`src/sv/int4_row_quantizer_assert.svh`:
```
// ----------------------------------------------------------------------------
// int4_row_quantizer assertion macros
// Concurrent assertion helpers clocked on clk_i, disabled while rst_ni is low.
// ----------------------------------------------------------------------------
`ifndef INT4_ROW_QUANTIZER_ASSERT_SVH
`define INT4_ROW_QUANTIZER_ASSERT_SVH

// Property that holds at every edge.
`define I4RQ_ASSERT(lbl, prop, msg) \
  lbl: assert property (@(posedge clk_i) disable iff (!rst_ni) (prop)) else $error(msg);

// Antecedent at one edge implies consequent at the next.
`define I4RQ_ASSERT_NEXT(lbl, ante, cons, msg) \
  lbl: assert property (@(posedge clk_i) disable iff (!rst_ni) (ante) |=> (cons)) \
    else $error(msg);

`endif

```
`src/sv/i4rq_pkg.sv`:
```
// ----------------------------------------------------------------------------
// i4rq_pkg
// Shared constants, types and divider request and response structs of the INT4 row quantizer.
// ----------------------------------------------------------------------------
package i4rq_pkg;

  localparam int unsigned MaxRow   = 64;
  localparam int unsigned AddrW    = $clog2(MaxRow);
  localparam int unsigned CntW     = AddrW + 1;

  localparam int unsigned DivNumW  = 76;
  localparam int unsigned DivQuotW = 29;
  localparam int unsigned DivDenW  = 24;
  localparam int unsigned DivHeadW = DivNumW - DivQuotW;
  localparam int unsigned DivCntW  = $clog2(DivQuotW);

  localparam logic [31:0]        ScaleOne        = 32'h3F80_0000;
  localparam int unsigned        ScalePreShift   = 6;
  localparam int unsigned        ScaleNumW       = 24 + ScalePreShift;
  localparam int unsigned        ScaleRecipW     = 31;
  localparam int unsigned        ScaleProdW      = ScaleNumW + ScaleRecipW;
  localparam int unsigned        ScaleRecipShift = 33;
  localparam logic [30:0]        ScaleRecip      = 31'h4924_924A;
  localparam logic [7:0]         ExpMax          = 8'hFF;
  localparam logic [3:0]         CodeMid         = 4'd8;
  localparam logic [3:0]         CodeMax         = 4'hF;
  localparam logic [3:0]         CodeMin         = 4'd1;
  localparam logic [2:0]         MagMax          = 3'd7;

  typedef enum logic [1:0] {
    KIND_SCALE = 2'd0,
    KIND_BYTE  = 2'd1,
    KIND_ERROR = 2'd2
  } kind_e;

  typedef enum logic [3:0] {
    ST_LOAD,
    ST_SC,
    ST_SC_RND,
    ST_SC_OUT,
    ST_ERR_OUT,
    ST_RD,
    ST_EL,
    ST_EL_WAIT,
    ST_EL_RND,
    ST_BYTE_OUT
  } state_e;

  typedef struct packed {
    logic                start;
    logic [DivNumW-1:0]  numer;
    logic [DivDenW-1:0]  denom;
  } div_req_t;

  typedef struct packed {
    logic                busy;
    logic                done;
    logic                ovf;
    logic                rem_nz;
    logic [DivQuotW-1:0] quot;
  } div_rsp_t;

endpackage

```
`src/sv/int4_row_quantizer.sv`:
```
// ----------------------------------------------------------------------------
// int4_row_quantizer
// Row-wise symmetric absmax INT4 quantizer for float32 weights.
// Requests on the input channel carry one weight; row_length_i, written with
// row_length_we_i while the block is idle, sets the row size (0 acts as 1,
// values above 64 as 64). Weights are taken one per cycle while a row loads;
// the last weight of a row starts the output phase and holds in_ready_o low.
// The output phase emits the row scale, then one byte per element pair with
// row_done_o on the last one, or a single error request for a bad scale.
// The scale is loaded into the output register from ST_SC_OUT after ST_SC
// and ST_SC_RND (ST_SC alone for an all-zero row), set by a reciprocal
// multiply by 1/7. Each element is then read from the row memory and, unless
// it is zero, NaN or far out of range, divided by the one-bit-per-cycle
// divider; each byte then goes out from ST_BYTE_OUT.
// A single output register parts the channels: a stalled receiver holds the
// sequencer at its next emit. Reset empties the row and sets the length to 64.
// ----------------------------------------------------------------------------
module int4_row_quantizer (
  input  logic        clk_i,
  input  logic        rst_ni,
  input  logic        row_length_we_i,
  input  logic [6:0]  row_length_i,
  input  logic        in_valid_i,
  output logic        in_ready_o,
  input  logic [31:0] weight_bits_i,
  input  logic        end_of_matrix_i,
  output logic        out_valid_o,
  input  logic        out_ready_i,
  output logic [1:0]  kind_o,
  output logic [31:0] payload_o,
  output logic        row_done_o,
  output logic        matrix_done_o
);

  localparam int unsigned AW = i4rq_pkg::AddrW;
  localparam int unsigned CW = i4rq_pkg::CntW;
  localparam int unsigned QW = i4rq_pkg::DivQuotW;

  i4rq_pkg::state_e   state_q, state_d;
  logic [CW-1:0]      row_len_q;
  logic [CW-1:0]      fill_q, fill_d;
  logic [31:0]        absmax_q, absmax_d;
  logic [CW-1:0]      len_q, len_d;
  logic               eom_q, eom_d;
  logic [AW-1:0]      col_q, col_d;
  logic [31:0]        scale_q, scale_d;
  logic [7:0]         sexp_q, sexp_d;
  logic [3:0]         lo_q, lo_d;
  logic [3:0]         hi_q, hi_d;
  logic [QW-1:0]      sc_quot_q, sc_quot_d;
  logic               sc_rnz_q, sc_rnz_d;

  logic               out_valid_q;
  i4rq_pkg::kind_e    kind_q, out_kind;
  logic [31:0]        payload_q, out_payload;
  logic               rdone_q, out_rdone;
  logic               mdone_q, out_mdone;
  logic               out_load, out_free;

  logic [31:0]        row_mem [i4rq_pkg::MaxRow];
  logic [31:0]        rd_q;
  logic               mem_we, mem_re;

  i4rq_pkg::div_req_t div_req;
  i4rq_pkg::div_rsp_t div_rsp;

  logic               in_acc, row_end, w_nan, col_last;
  logic [CW-1:0]      len_eff, fill_inc;
  logic [31:0]        mag, absmax_upd;

  logic [23:0]        sc_ma;
  logic [i4rq_pkg::ScaleNumW-1:0]  sc_num;
  logic [i4rq_pkg::ScaleProdW-1:0] sc_prod;
  logic [QW-1:0]      sc_quot;
  logic               sc_rnz;
  logic [2:0]         sc_rp;
  logic [QW-1:0]      sc_keep, sc_gq;
  logic               sc_inc;
  logic [24:0]        sc_m;
  logic [7:0]         sc_ef;
  logic [31:0]        sc_bits;

  logic [7:0]         el_ew, el_es;
  logic [23:0]        el_mw;
  logic               el_nan, el_zero, el_big, el_small, el_neg;
  logic signed [9:0]  el_d;
  logic [9:0]         el_sh;
  logic [i4rq_pkg::DivNumW-1:0] el_numer;

  logic [QW-1:0]      rq;
  logic [2:0]         rk;
  logic               rtiny, rinc;
  logic [QW-1:0]      rkeep, rgq;
  logic [QW:0]        rval;
  logic [QW:0]        rsum;
  logic [3:0]         rt;
  logic [2:0]         rmag;
  logic [3:0]         el_code;

  logic               nib_we;
  logic [3:0]         nib;

  i4rq_div u_div (
    .clk_i  (clk_i),
    .rst_ni (rst_ni),
    .req_i  (div_req),
    .rsp_o  (div_rsp)
  );

  assign in_ready_o = (state_q == i4rq_pkg::ST_LOAD);
  assign in_acc     = in_valid_i & in_ready_o;
  assign out_free   = !out_valid_q || out_ready_i;

  always_comb begin
    priority if (row_len_q == '0) len_eff = CW'(1);
    else if (row_len_q > CW'(i4rq_pkg::MaxRow)) len_eff = CW'(i4rq_pkg::MaxRow);
    else len_eff = row_len_q;
    fill_inc   = fill_q + CW'(1);
    row_end    = fill_inc >= len_eff;
    mag        = {1'b0, weight_bits_i[30:0]};
    w_nan      = (weight_bits_i[30:23] == i4rq_pkg::ExpMax) && (weight_bits_i[22:0] != '0);
    absmax_upd = (!w_nan && (mag > absmax_q)) ? mag : absmax_q;
    col_last   = ({1'b0, col_q} + CW'(1)) >= len_q;
  end

  // Scale quotient: mantissa * 64 / 7 by reciprocal multiplication.
  always_comb begin
    sc_ma   = {absmax_q[30:23] != '0, absmax_q[22:0]};
    sc_num  = i4rq_pkg::ScaleNumW'(sc_ma) << i4rq_pkg::ScalePreShift;
    sc_prod = i4rq_pkg::ScaleProdW'(sc_num) * i4rq_pkg::ScaleProdW'(i4rq_pkg::ScaleRecip);
    sc_quot = QW'(sc_prod[i4rq_pkg::ScaleProdW-1:i4rq_pkg::ScaleRecipShift]);
    sc_rnz  = 32'(sc_num) != ({sc_quot, 3'b0} - {3'b0, sc_quot});
  end

  // Scale rounding: quotient of mantissa * 64 / 7, rounded to nearest even.
  always_comb begin
    sc_rp   = (sexp_q <= 8'd3) ? 3'(8'd7 - sexp_q) : (sc_quot_q[27] ? 3'd4 : 3'd3);
    sc_keep = sc_quot_q >> sc_rp;
    sc_gq   = sc_quot_q >> (sc_rp - 3'd1);
    sc_inc  = sc_gq[0] & (((sc_quot_q & ((QW'(1) << (sc_rp - 3'd1)) - QW'(1))) != '0)
              | sc_rnz_q | sc_keep[0]);
    sc_m    = sc_keep[24:0] + 25'(sc_inc);
    sc_ef   = sexp_q + 8'(sc_rp) - 8'd7;
    sc_bits = {1'b0, sc_ef, 23'b0} + {7'b0, sc_m};
  end

  // Element classification and divider operand.
  always_comb begin
    el_ew    = (rd_q[30:23] == '0) ? 8'd1 : rd_q[30:23];
    el_es    = (scale_q[30:23] == '0) ? 8'd1 : scale_q[30:23];
    el_mw    = {rd_q[30:23] != '0, rd_q[22:0]};
    el_neg   = rd_q[31];
    el_nan   = (rd_q[30:23] == i4rq_pkg::ExpMax) && (rd_q[22:0] != '0);
    el_zero  = el_mw == '0;
    el_d     = $signed({2'b0, el_ew}) - $signed({2'b0, el_es});
    el_big   = el_d >= 10'sd27;
    el_small = el_d <= -10'sd27;
    el_sh    = 10'(el_d + 10'sd26);
    el_numer = i4rq_pkg::DivNumW'(el_mw) << el_sh[5:0];
  end

  // Element rounding: float rounding of the quotient, then half away from zero.
  always_comb begin
    rq    = div_rsp.quot;
    rtiny = 1'b0;
    priority if (rq[28]) rk = 3'd5;
    else if (rq[27]) rk = 3'd4;
    else if (rq[26]) rk = 3'd3;
    else if (rq[25]) rk = 3'd2;
    else if (rq[24]) rk = 3'd1;
    else begin
      rk    = 3'd1;
      rtiny = 1'b1;
    end
    rkeep = rq >> rk;
    rgq   = rq >> (rk - 3'd1);
    rinc  = rgq[0] & (((rq & ((QW'(1) << (rk - 3'd1)) - QW'(1))) != '0)
            | div_rsp.rem_nz | rkeep[0]);
    rval  = ({1'b0, rkeep} + (QW+1)'(rinc)) << rk;
    rsum  = rval + ((QW+1)'(1) << 25);
    rt    = rsum[29:26];
    priority if (div_rsp.ovf) rmag = i4rq_pkg::MagMax;
    else if (rtiny) rmag = 3'd0;
    else if (rt > 4'(i4rq_pkg::MagMax)) rmag = i4rq_pkg::MagMax;
    else rmag = rt[2:0];
    el_code = el_neg ? (i4rq_pkg::CodeMid - 4'(rmag)) : (i4rq_pkg::CodeMid + 4'(rmag));
  end

  always_comb begin
    state_d       = state_q;
    fill_d        = fill_q;
    absmax_d      = absmax_q;
    len_d         = len_q;
    eom_d         = eom_q;
    col_d         = col_q;
    scale_d       = scale_q;
    sexp_d        = sexp_q;
    lo_d          = lo_q;
    hi_d          = hi_q;
    sc_quot_d     = sc_quot_q;
    sc_rnz_d      = sc_rnz_q;
    div_req       = '0;
    mem_we        = 1'b0;
    mem_re        = 1'b0;
    out_load      = 1'b0;
    out_kind      = i4rq_pkg::KIND_SCALE;
    out_payload   = '0;
    out_rdone     = 1'b0;
    out_mdone     = 1'b0;
    nib_we        = 1'b0;
    nib           = i4rq_pkg::CodeMid;
    unique case (state_q)
      i4rq_pkg::ST_LOAD: begin
        if (in_acc) begin
          mem_we   = fill_q < CW'(i4rq_pkg::MaxRow);
          absmax_d = absmax_upd;
          fill_d   = fill_inc;
          if (row_end) begin
            fill_d  = '0;
            len_d   = len_eff;
            eom_d   = end_of_matrix_i;
            state_d = i4rq_pkg::ST_SC;
          end
        end
      end
      i4rq_pkg::ST_SC: begin
        absmax_d = '0;
        sexp_d   = (absmax_q[30:23] == '0) ? 8'd1 : absmax_q[30:23];
        priority if (absmax_q == '0) begin
          scale_d = i4rq_pkg::ScaleOne;
          state_d = i4rq_pkg::ST_SC_OUT;
        end else if (absmax_q[30:23] == i4rq_pkg::ExpMax) begin
          state_d = i4rq_pkg::ST_ERR_OUT;
        end else begin
          sc_quot_d = sc_quot;
          sc_rnz_d  = sc_rnz;
          state_d   = i4rq_pkg::ST_SC_RND;
        end
      end
      i4rq_pkg::ST_SC_RND: begin
        if (sc_bits == '0) begin
          state_d = i4rq_pkg::ST_ERR_OUT;
        end else begin
          scale_d = sc_bits;
          state_d = i4rq_pkg::ST_SC_OUT;
        end
      end
      i4rq_pkg::ST_SC_OUT: begin
        if (out_free) begin
          out_load    = 1'b1;
          out_kind    = i4rq_pkg::KIND_SCALE;
          out_payload = scale_q;
          col_d       = '0;
          state_d     = i4rq_pkg::ST_RD;
        end
      end
      i4rq_pkg::ST_ERR_OUT: begin
        if (out_free) begin
          out_load  = 1'b1;
          out_kind  = i4rq_pkg::KIND_ERROR;
          out_rdone = 1'b1;
          out_mdone = eom_q;
          state_d   = i4rq_pkg::ST_LOAD;
        end
      end
      i4rq_pkg::ST_RD: begin
        mem_re  = 1'b1;
        state_d = i4rq_pkg::ST_EL;
      end
      i4rq_pkg::ST_EL: begin
        priority if (el_nan || el_zero || el_small) begin
          nib_we = 1'b1;
          nib    = i4rq_pkg::CodeMid;
        end else if (el_big) begin
          nib_we = 1'b1;
          nib    = el_neg ? i4rq_pkg::CodeMin : i4rq_pkg::CodeMax;
        end else begin
          div_req.start = 1'b1;
          div_req.numer = el_numer;
          div_req.denom = {scale_q[30:23] != '0, scale_q[22:0]};
          state_d       = i4rq_pkg::ST_EL_WAIT;
        end
      end
      i4rq_pkg::ST_EL_WAIT: begin
        if (div_rsp.done) state_d = i4rq_pkg::ST_EL_RND;
      end
      i4rq_pkg::ST_EL_RND: begin
        nib_we = 1'b1;
        nib    = el_code;
      end
      i4rq_pkg::ST_BYTE_OUT: begin
        if (out_free) begin
          out_load    = 1'b1;
          out_kind    = i4rq_pkg::KIND_BYTE;
          out_payload = {24'b0, hi_q, lo_q};
          if (col_last) begin
            out_rdone = 1'b1;
            out_mdone = eom_q;
            state_d   = i4rq_pkg::ST_LOAD;
          end else begin
            col_d   = col_q + AW'(1);
            state_d = i4rq_pkg::ST_RD;
          end
        end
      end
      default: state_d = i4rq_pkg::ST_LOAD;
    endcase
    // store nibble, then advance to the odd column or emit the byte
    if (nib_we) begin
      if (!col_q[0]) begin
        lo_d = nib;
        hi_d = i4rq_pkg::CodeMid;
      end else begin
        hi_d = nib;
      end
      if (!col_q[0] && !col_last) begin
        col_d   = col_q + AW'(1);
        state_d = i4rq_pkg::ST_RD;
      end else begin
        state_d = i4rq_pkg::ST_BYTE_OUT;
      end
    end
  end

  always_ff @(posedge clk_i or negedge rst_ni) begin
    if (!rst_ni) begin
      state_q     <= i4rq_pkg::ST_LOAD;
      row_len_q   <= CW'(i4rq_pkg::MaxRow);
      fill_q      <= '0;
      absmax_q    <= '0;
      out_valid_q <= 1'b0;
    end else begin
      state_q  <= state_d;
      fill_q   <= fill_d;
      absmax_q <= absmax_d;
      if (row_length_we_i) row_len_q <= row_length_i;
      if (out_load) out_valid_q <= 1'b1;
      else if (out_ready_i) out_valid_q <= 1'b0;
    end
  end

  always_ff @(posedge clk_i) begin
    len_q     <= len_d;
    eom_q     <= eom_d;
    col_q     <= col_d;
    scale_q   <= scale_d;
    sexp_q    <= sexp_d;
    lo_q      <= lo_d;
    hi_q      <= hi_d;
    sc_quot_q <= sc_quot_d;
    sc_rnz_q  <= sc_rnz_d;
    if (out_load) begin
      kind_q    <= out_kind;
      payload_q <= out_payload;
      rdone_q   <= out_rdone;
      mdone_q   <= out_mdone;
    end
  end

  always_ff @(posedge clk_i) begin
    if (mem_we) row_mem[fill_q[AW-1:0]] <= weight_bits_i;
    if (mem_re) rd_q <= row_mem[col_q];
  end

  assign out_valid_o   = out_valid_q;
  assign kind_o        = kind_q;
  assign payload_o     = payload_q;
  assign row_done_o    = rdone_q;
  assign matrix_done_o = mdone_q;

  `include "int4_row_quantizer_assert.svh"

  `I4RQ_ASSERT(a_load_div_idle, !in_ready_o || !div_rsp.busy, "divider busy while loading")
  `I4RQ_ASSERT(a_done_in_wait, !div_rsp.done || state_q == i4rq_pkg::ST_EL_WAIT, "stray done")
  `I4RQ_ASSERT_NEXT(a_row_end_scale, in_acc && row_end, state_q == i4rq_pkg::ST_SC, "row end did not start scale")
  `I4RQ_ASSERT(a_scale_not_last, !(out_valid_o && row_done_o) || kind_o != i4rq_pkg::KIND_SCALE, "scale marked as row end")

endmodule

```
`src/sv/i4rq_div.sv`:
```
// ----------------------------------------------------------------------------
// i4rq_div
// Restoring divider, one quotient bit per cycle, low quotient bits with overflow.
// ----------------------------------------------------------------------------
module i4rq_div (
  input  logic               clk_i,
  input  logic               rst_ni,
  input  i4rq_pkg::div_req_t req_i,
  output i4rq_pkg::div_rsp_t rsp_o
);

  logic                               busy_q, busy_d;
  logic                               done_q, done_d;
  logic [i4rq_pkg::DivCntW-1:0]       cnt_q, cnt_d;
  logic [i4rq_pkg::DivDenW-1:0]       rem_q, rem_d;
  logic [i4rq_pkg::DivDenW-1:0]       den_q, den_d;
  logic [i4rq_pkg::DivQuotW-1:0]      low_q, low_d;
  logic [i4rq_pkg::DivQuotW-1:0]      quot_q, quot_d;
  logic                               ovf_q, ovf_d;
  logic [i4rq_pkg::DivHeadW-1:0]      head;
  logic [i4rq_pkg::DivDenW:0]         trial;
  logic [i4rq_pkg::DivDenW:0]         diff;
  logic                               take;

  always_comb begin
    head   = req_i.numer[i4rq_pkg::DivNumW-1:i4rq_pkg::DivQuotW];
    trial  = {rem_q, low_q[i4rq_pkg::DivQuotW-1]};
    take   = trial >= {1'b0, den_q};
    diff   = trial - {1'b0, den_q};
    busy_d = busy_q;
    done_d = 1'b0;
    cnt_d  = cnt_q;
    rem_d  = rem_q;
    den_d  = den_q;
    low_d  = low_q;
    quot_d = quot_q;
    ovf_d  = ovf_q;
    if (req_i.start) begin
      busy_d = 1'b1;
      cnt_d  = i4rq_pkg::DivCntW'(i4rq_pkg::DivQuotW - 1);
      ovf_d  = head >= i4rq_pkg::DivHeadW'(req_i.denom);
      rem_d  = head[i4rq_pkg::DivDenW-1:0];
      low_d  = req_i.numer[i4rq_pkg::DivQuotW-1:0];
      quot_d = '0;
      den_d  = req_i.denom;
    end else if (busy_q) begin
      rem_d  = take ? diff[i4rq_pkg::DivDenW-1:0] : trial[i4rq_pkg::DivDenW-1:0];
      low_d  = {low_q[i4rq_pkg::DivQuotW-2:0], 1'b0};
      quot_d = {quot_q[i4rq_pkg::DivQuotW-2:0], take};
      cnt_d  = cnt_q - i4rq_pkg::DivCntW'(1);
      if (cnt_q == '0) begin
        busy_d = 1'b0;
        done_d = 1'b1;
      end
    end
  end

  always_ff @(posedge clk_i or negedge rst_ni) begin
    if (!rst_ni) begin
      busy_q <= 1'b0;
      done_q <= 1'b0;
    end else begin
      busy_q <= busy_d;
      done_q <= done_d;
    end
  end

  always_ff @(posedge clk_i) begin
    cnt_q  <= cnt_d;
    rem_q  <= rem_d;
    den_q  <= den_d;
    low_q  <= low_d;
    quot_q <= quot_d;
    ovf_q  <= ovf_d;
  end

  assign rsp_o.busy   = busy_q;
  assign rsp_o.done   = done_q;
  assign rsp_o.ovf    = ovf_q;
  assign rsp_o.rem_nz = |rem_q;
  assign rsp_o.quot   = quot_q;

endmodule
```
`config.mk`:
```
export PLATFORM = sky130hd
export DESIGN_NAME = int4_row_quantizer
export DESIGN_NICKNAME = d
export VERILOG_FILES = /design/src/sv/i4rq_pkg.sv /design/src/sv/int4_row_quantizer.sv /design/src/sv/i4rq_div.sv
export VERILOG_INCLUDE_DIRS = /design/src /design/src/sv
export SDC_FILE = /design/constraint.sdc
export NUM_CORES = 2
export LEC_CHECK = 0
export BUFFER_PORTS_ARGS = -buffer_cell sky130_fd_sc_hd__buf_2
export CORE_ASPECT_RATIO = 0.8
export CORE_MARGIN = 5
export CORE_UTILIZATION = 60
export CTS_BUF_LIST = sky130_fd_sc_hd__clkbuf_4 sky130_fd_sc_hd__clkbuf_8
export DETAILED_ROUTE_END_ITERATION = 12
export HOLD_SLACK_MARGIN = 0.02
export PLACE_DENSITY = 0.79
export SKIP_LAST_GASP = 1
export SYNTH_ARGS = -nofsm -noshare
export SYNTH_HDL_FRONTEND = slang
export SYNTH_SLANG_ARGS = --single-unit
```
`constraint.sdc`:
```
create_clock -name clk_i -period 9.8 [get_ports clk_i]
set_input_delay 1.47 -clock clk_i [delete_from_list [all_inputs] [get_ports clk_i]]
set_output_delay 1.47 -clock clk_i [all_outputs]
set_load 0.01 [all_outputs]
```
==> metrics.md <==
| Metric | Value |
|---|---|
| Via density | 6.69 |
| Final setup fails | 0 |
| Yosys cell types | 109 |
| Most numerous cell in the Yosys netlist | edfxtp_1 |
| Tmin final | 9.74 ns |
| CTS tree | yes |
| Clock Latency Late Sink | 1.08 ns |
| Die Ht | 390 µm |
| Initial antenna violation count | 28 |
| Critical path class | reg -> reg |
| Worst Clk Skew | 0.0748 ns |
| Sink Count | 2,371 |
| Ratio of cells with drive above 1 in the final layout | 27.4% |
| Synth area leader | edfxtp_1 |
| Main synth FF type | edfxtp_1 |
| Max-slew headroom | 14.8% |
| H-tree depth | 5 |
| EDFF count, synth | 2,279 |
| Post-DP HPWL | 186 mm |
| Top post-synthesis cells by count | 2,279 x edfxtp_1, 694 x mux4_2, 368 x inv_1 |
| Root Driver | clkbuf_8 |
| Fmax | 0.103 GHz |
| RSZ-0062 raised after global routing | yes |
| Synth Area in Simple Gates | 4.83% |
| # DRC | 0 |
| IO buf count | 82 |
| First-pass GRT wire length | 429 mm |
| Outcome | finished, final reports clean |
| Xor and xnor fraction of the mapped netlist area | 1.12% |
| Top cells by area, synth | edfxtp_1 63%, mux4_2 14%, ha_1 4.0% |
| Mapped Nets | 6,767 |
| Slowest CP cell | fa_2 |
| CTS max path bufs | 4 |
| Max Fanout on Critical Path | 5 |
| Final core occ | 67.6% |
| CP required | 10.57 ns |
| Fill cell count | 11,300 |
| Routed WL | 296 mm |
| Final hold viol count | 0 |
| Mapped cell area | 0.108 mm² |
| Post-Syn Area per Cell | 17.3 µm² |
| Worst r2r src | absmax_q[25] |
| Crit path DAT | 10.51 ns |
| Post-route non-filler standard cell count | 9,461 |
| Pin slew with the least headroom to its limit | 1.28 ns |
| DP Worst Slack | -0.688 ns |
| 1st-iter DRT viols | 10,000 |
| Row cnt | 139 |
| Min-delay src | u_div.cnt_q[1] |
| Largest family of logic cells by synthesized area | multiplexers |
| Post-route setup slack | 0.0607 ns |
| CTS Buf Count | 360 |
| CP peak stage delay | 0.56 ns |
| Critical path origin | absmax_q[25] |
| Final Cycle Share | 99.4% |
| Setup crit end kind | flip-flop |
| Die X | 485 µm |
| Final Max Tran Viols | 0 |
| Vias | 63,300 |
| Core ar. | 0.179 mm² |
| Grt ovf | 0 |
| Hold_buf cts | 0 |
| Synth Instances | 6,248 |
| Max-cap violation count | 0 |
| Reg clk slew, reported paths | 0.06 ns |
| Hold Path Class | reg -> reg |
| Ys async rst share | 2.19% |
| Initial Util | 60.4% |
| Synth top area share | 63.2% |
| Syn. warnings | 0 |
| Final-stage net count | 7,298 |
| GRT Overall Usage | 31.3% |
| Post-DR wirelength/cell | 31.3 µm |
| I/O Pins | 83 |
| Cell count after placement | 8,804 |
| Largest net degree at the start of global routing | 171 |
| Synth Area in Compound Gates | 4.11% |
| Pre-antenna DRT Iters | 6 |
| Area grow syn2layout | 12.0% |
| Post-DRT Antenna Nets | 0 |
| Seq/Total Area, Yosys | 65.1% |
| Vias in the first global route | 62,500 |
| Die area | 0.189 mm² |
| Adder-cell area share of the yosys netlist | 6.35% |
| Mux share of post-synthesis cell area | 16.1% |
| Register bit total from synthesis | 2,371 |
| CP Launch Type | flip-flop |
| GP Congestion | 0.921 |
per-layer routing:
metal  global-route usage (%)  part of all wire, %  routed length, µm
met1                     45.2                   37             110000
met2                     47.0                   46             135000
met3                     7.89                   13              39700
met4                     11.7                  4.0              11900
met5                        0                0.019                 57
state kept, by name, indices dropped and copies added, names as in the netlist, 8 cells and up:
signal        flops
row_mem        2048
payload_o        32
rd_q             32
scale_q          32
absmax_q         31
u_div.low_q      29
u_div.quot_q     29
sc_quot_q        28
u_div.den_q      24
u_div.rem_q      24
sexp_q            8
worst paths after layout:
| check | endpoint | slack (ns) | cells past startpoint |
|---|---|---|---|
| worst max-delay path | sc_rnz_q | 0.06 | 40 |
| min in group asynchronous | row_len_q[1] | 0.59 | 2 |
| worst min register to register | u_div.cnt_q[1] | 0.50 | 2 |
| max in group asynchronous | absmax_q[1] | 8.63 | 2 |
| worst max register to register | sc_rnz_q | 0.06 | 40 |
| worst min-delay path | u_div.cnt_q[1] | 0.50 | 2 |
layout make-up:
| type | count | area, µm² | area share (%) |
|---|---|---|---|
| sequential | 2371 | 70600 | 58.1 |
| antenna | 23 | 57.6 | 0.0474 |
| timing repair buffer | 462 | 3340 | 2.75 |
| tap | 2397 | 3000 | 2.47 |
| multi-input combinational | 3210 | 36100 | 29.7 |
| clock buffer | 477 | 5910 | 4.87 |
| inverter | 374 | 1410 | 1.16 |
| clock inverter | 147 | 998 | 0.823 |
stage by stage:
stage               instance area [µm²]  hold WS (ns)  TNS [ns]
CTS                              121000         0.496         0
floorplan                        108000         0.438         0
finish                           121000         0.496         0
detailed placement               114000         0.488    -0.688
global route                     121000         0.529    -0.550
global placement                 114000         0.479    -0.451
worst max-delay path: cells and delay by family (launching register included):
family / cells / cell delay [ns]
fa+ha+maj: 9 / 3.83
xor+xnor: 1 / 0.18
simple gates: 14 / 2.52
flops: 1 / 0.41
compound gates: 9 / 1.70
buf+inv: 7 / 0.79
layout by cell type (no fill, tap or decap), drive strengths merged, types with 34 or more instances in the layout:
master  count
a21o       58
a21oi     158
a31oi      41
and2       45
buf       462
clkbuf    477
clkinv    127
dfrtp      51
dfxtp      40
edfxtp   2279
fa        126
ha        348
inv       373
mux2       58
mux2i     118
mux4      694
nand2     265
nand2b     45
nand3      64
nand4      66
nor2      335
nor2b      45
nor3       65
nor4       34
o21ai     140
o31ai      39
xnor2      69
xor2       61
cells by family after synthesis:
logic type / after synthesis
buffers and inverters: 667
and+or+nand+nor: 1064
xor gates and xnor gates: 133
AOI/OAI and AO/OA: 669
adders and majority gates: 474
DFF: 2371
muxes: 870
what timing repair did:
item                                    4_1_cts  5_1_grt
gates resized for setup                      51        9
setup buffers                                 8        2
endpoints found under the setup margin        1        1
pin swaps                                    22        4
hold endpoints to repair                      0        0
Power is not shown: default switching activity piles up to over one toggle a cycle in this logic, so the estimate is an artifact.
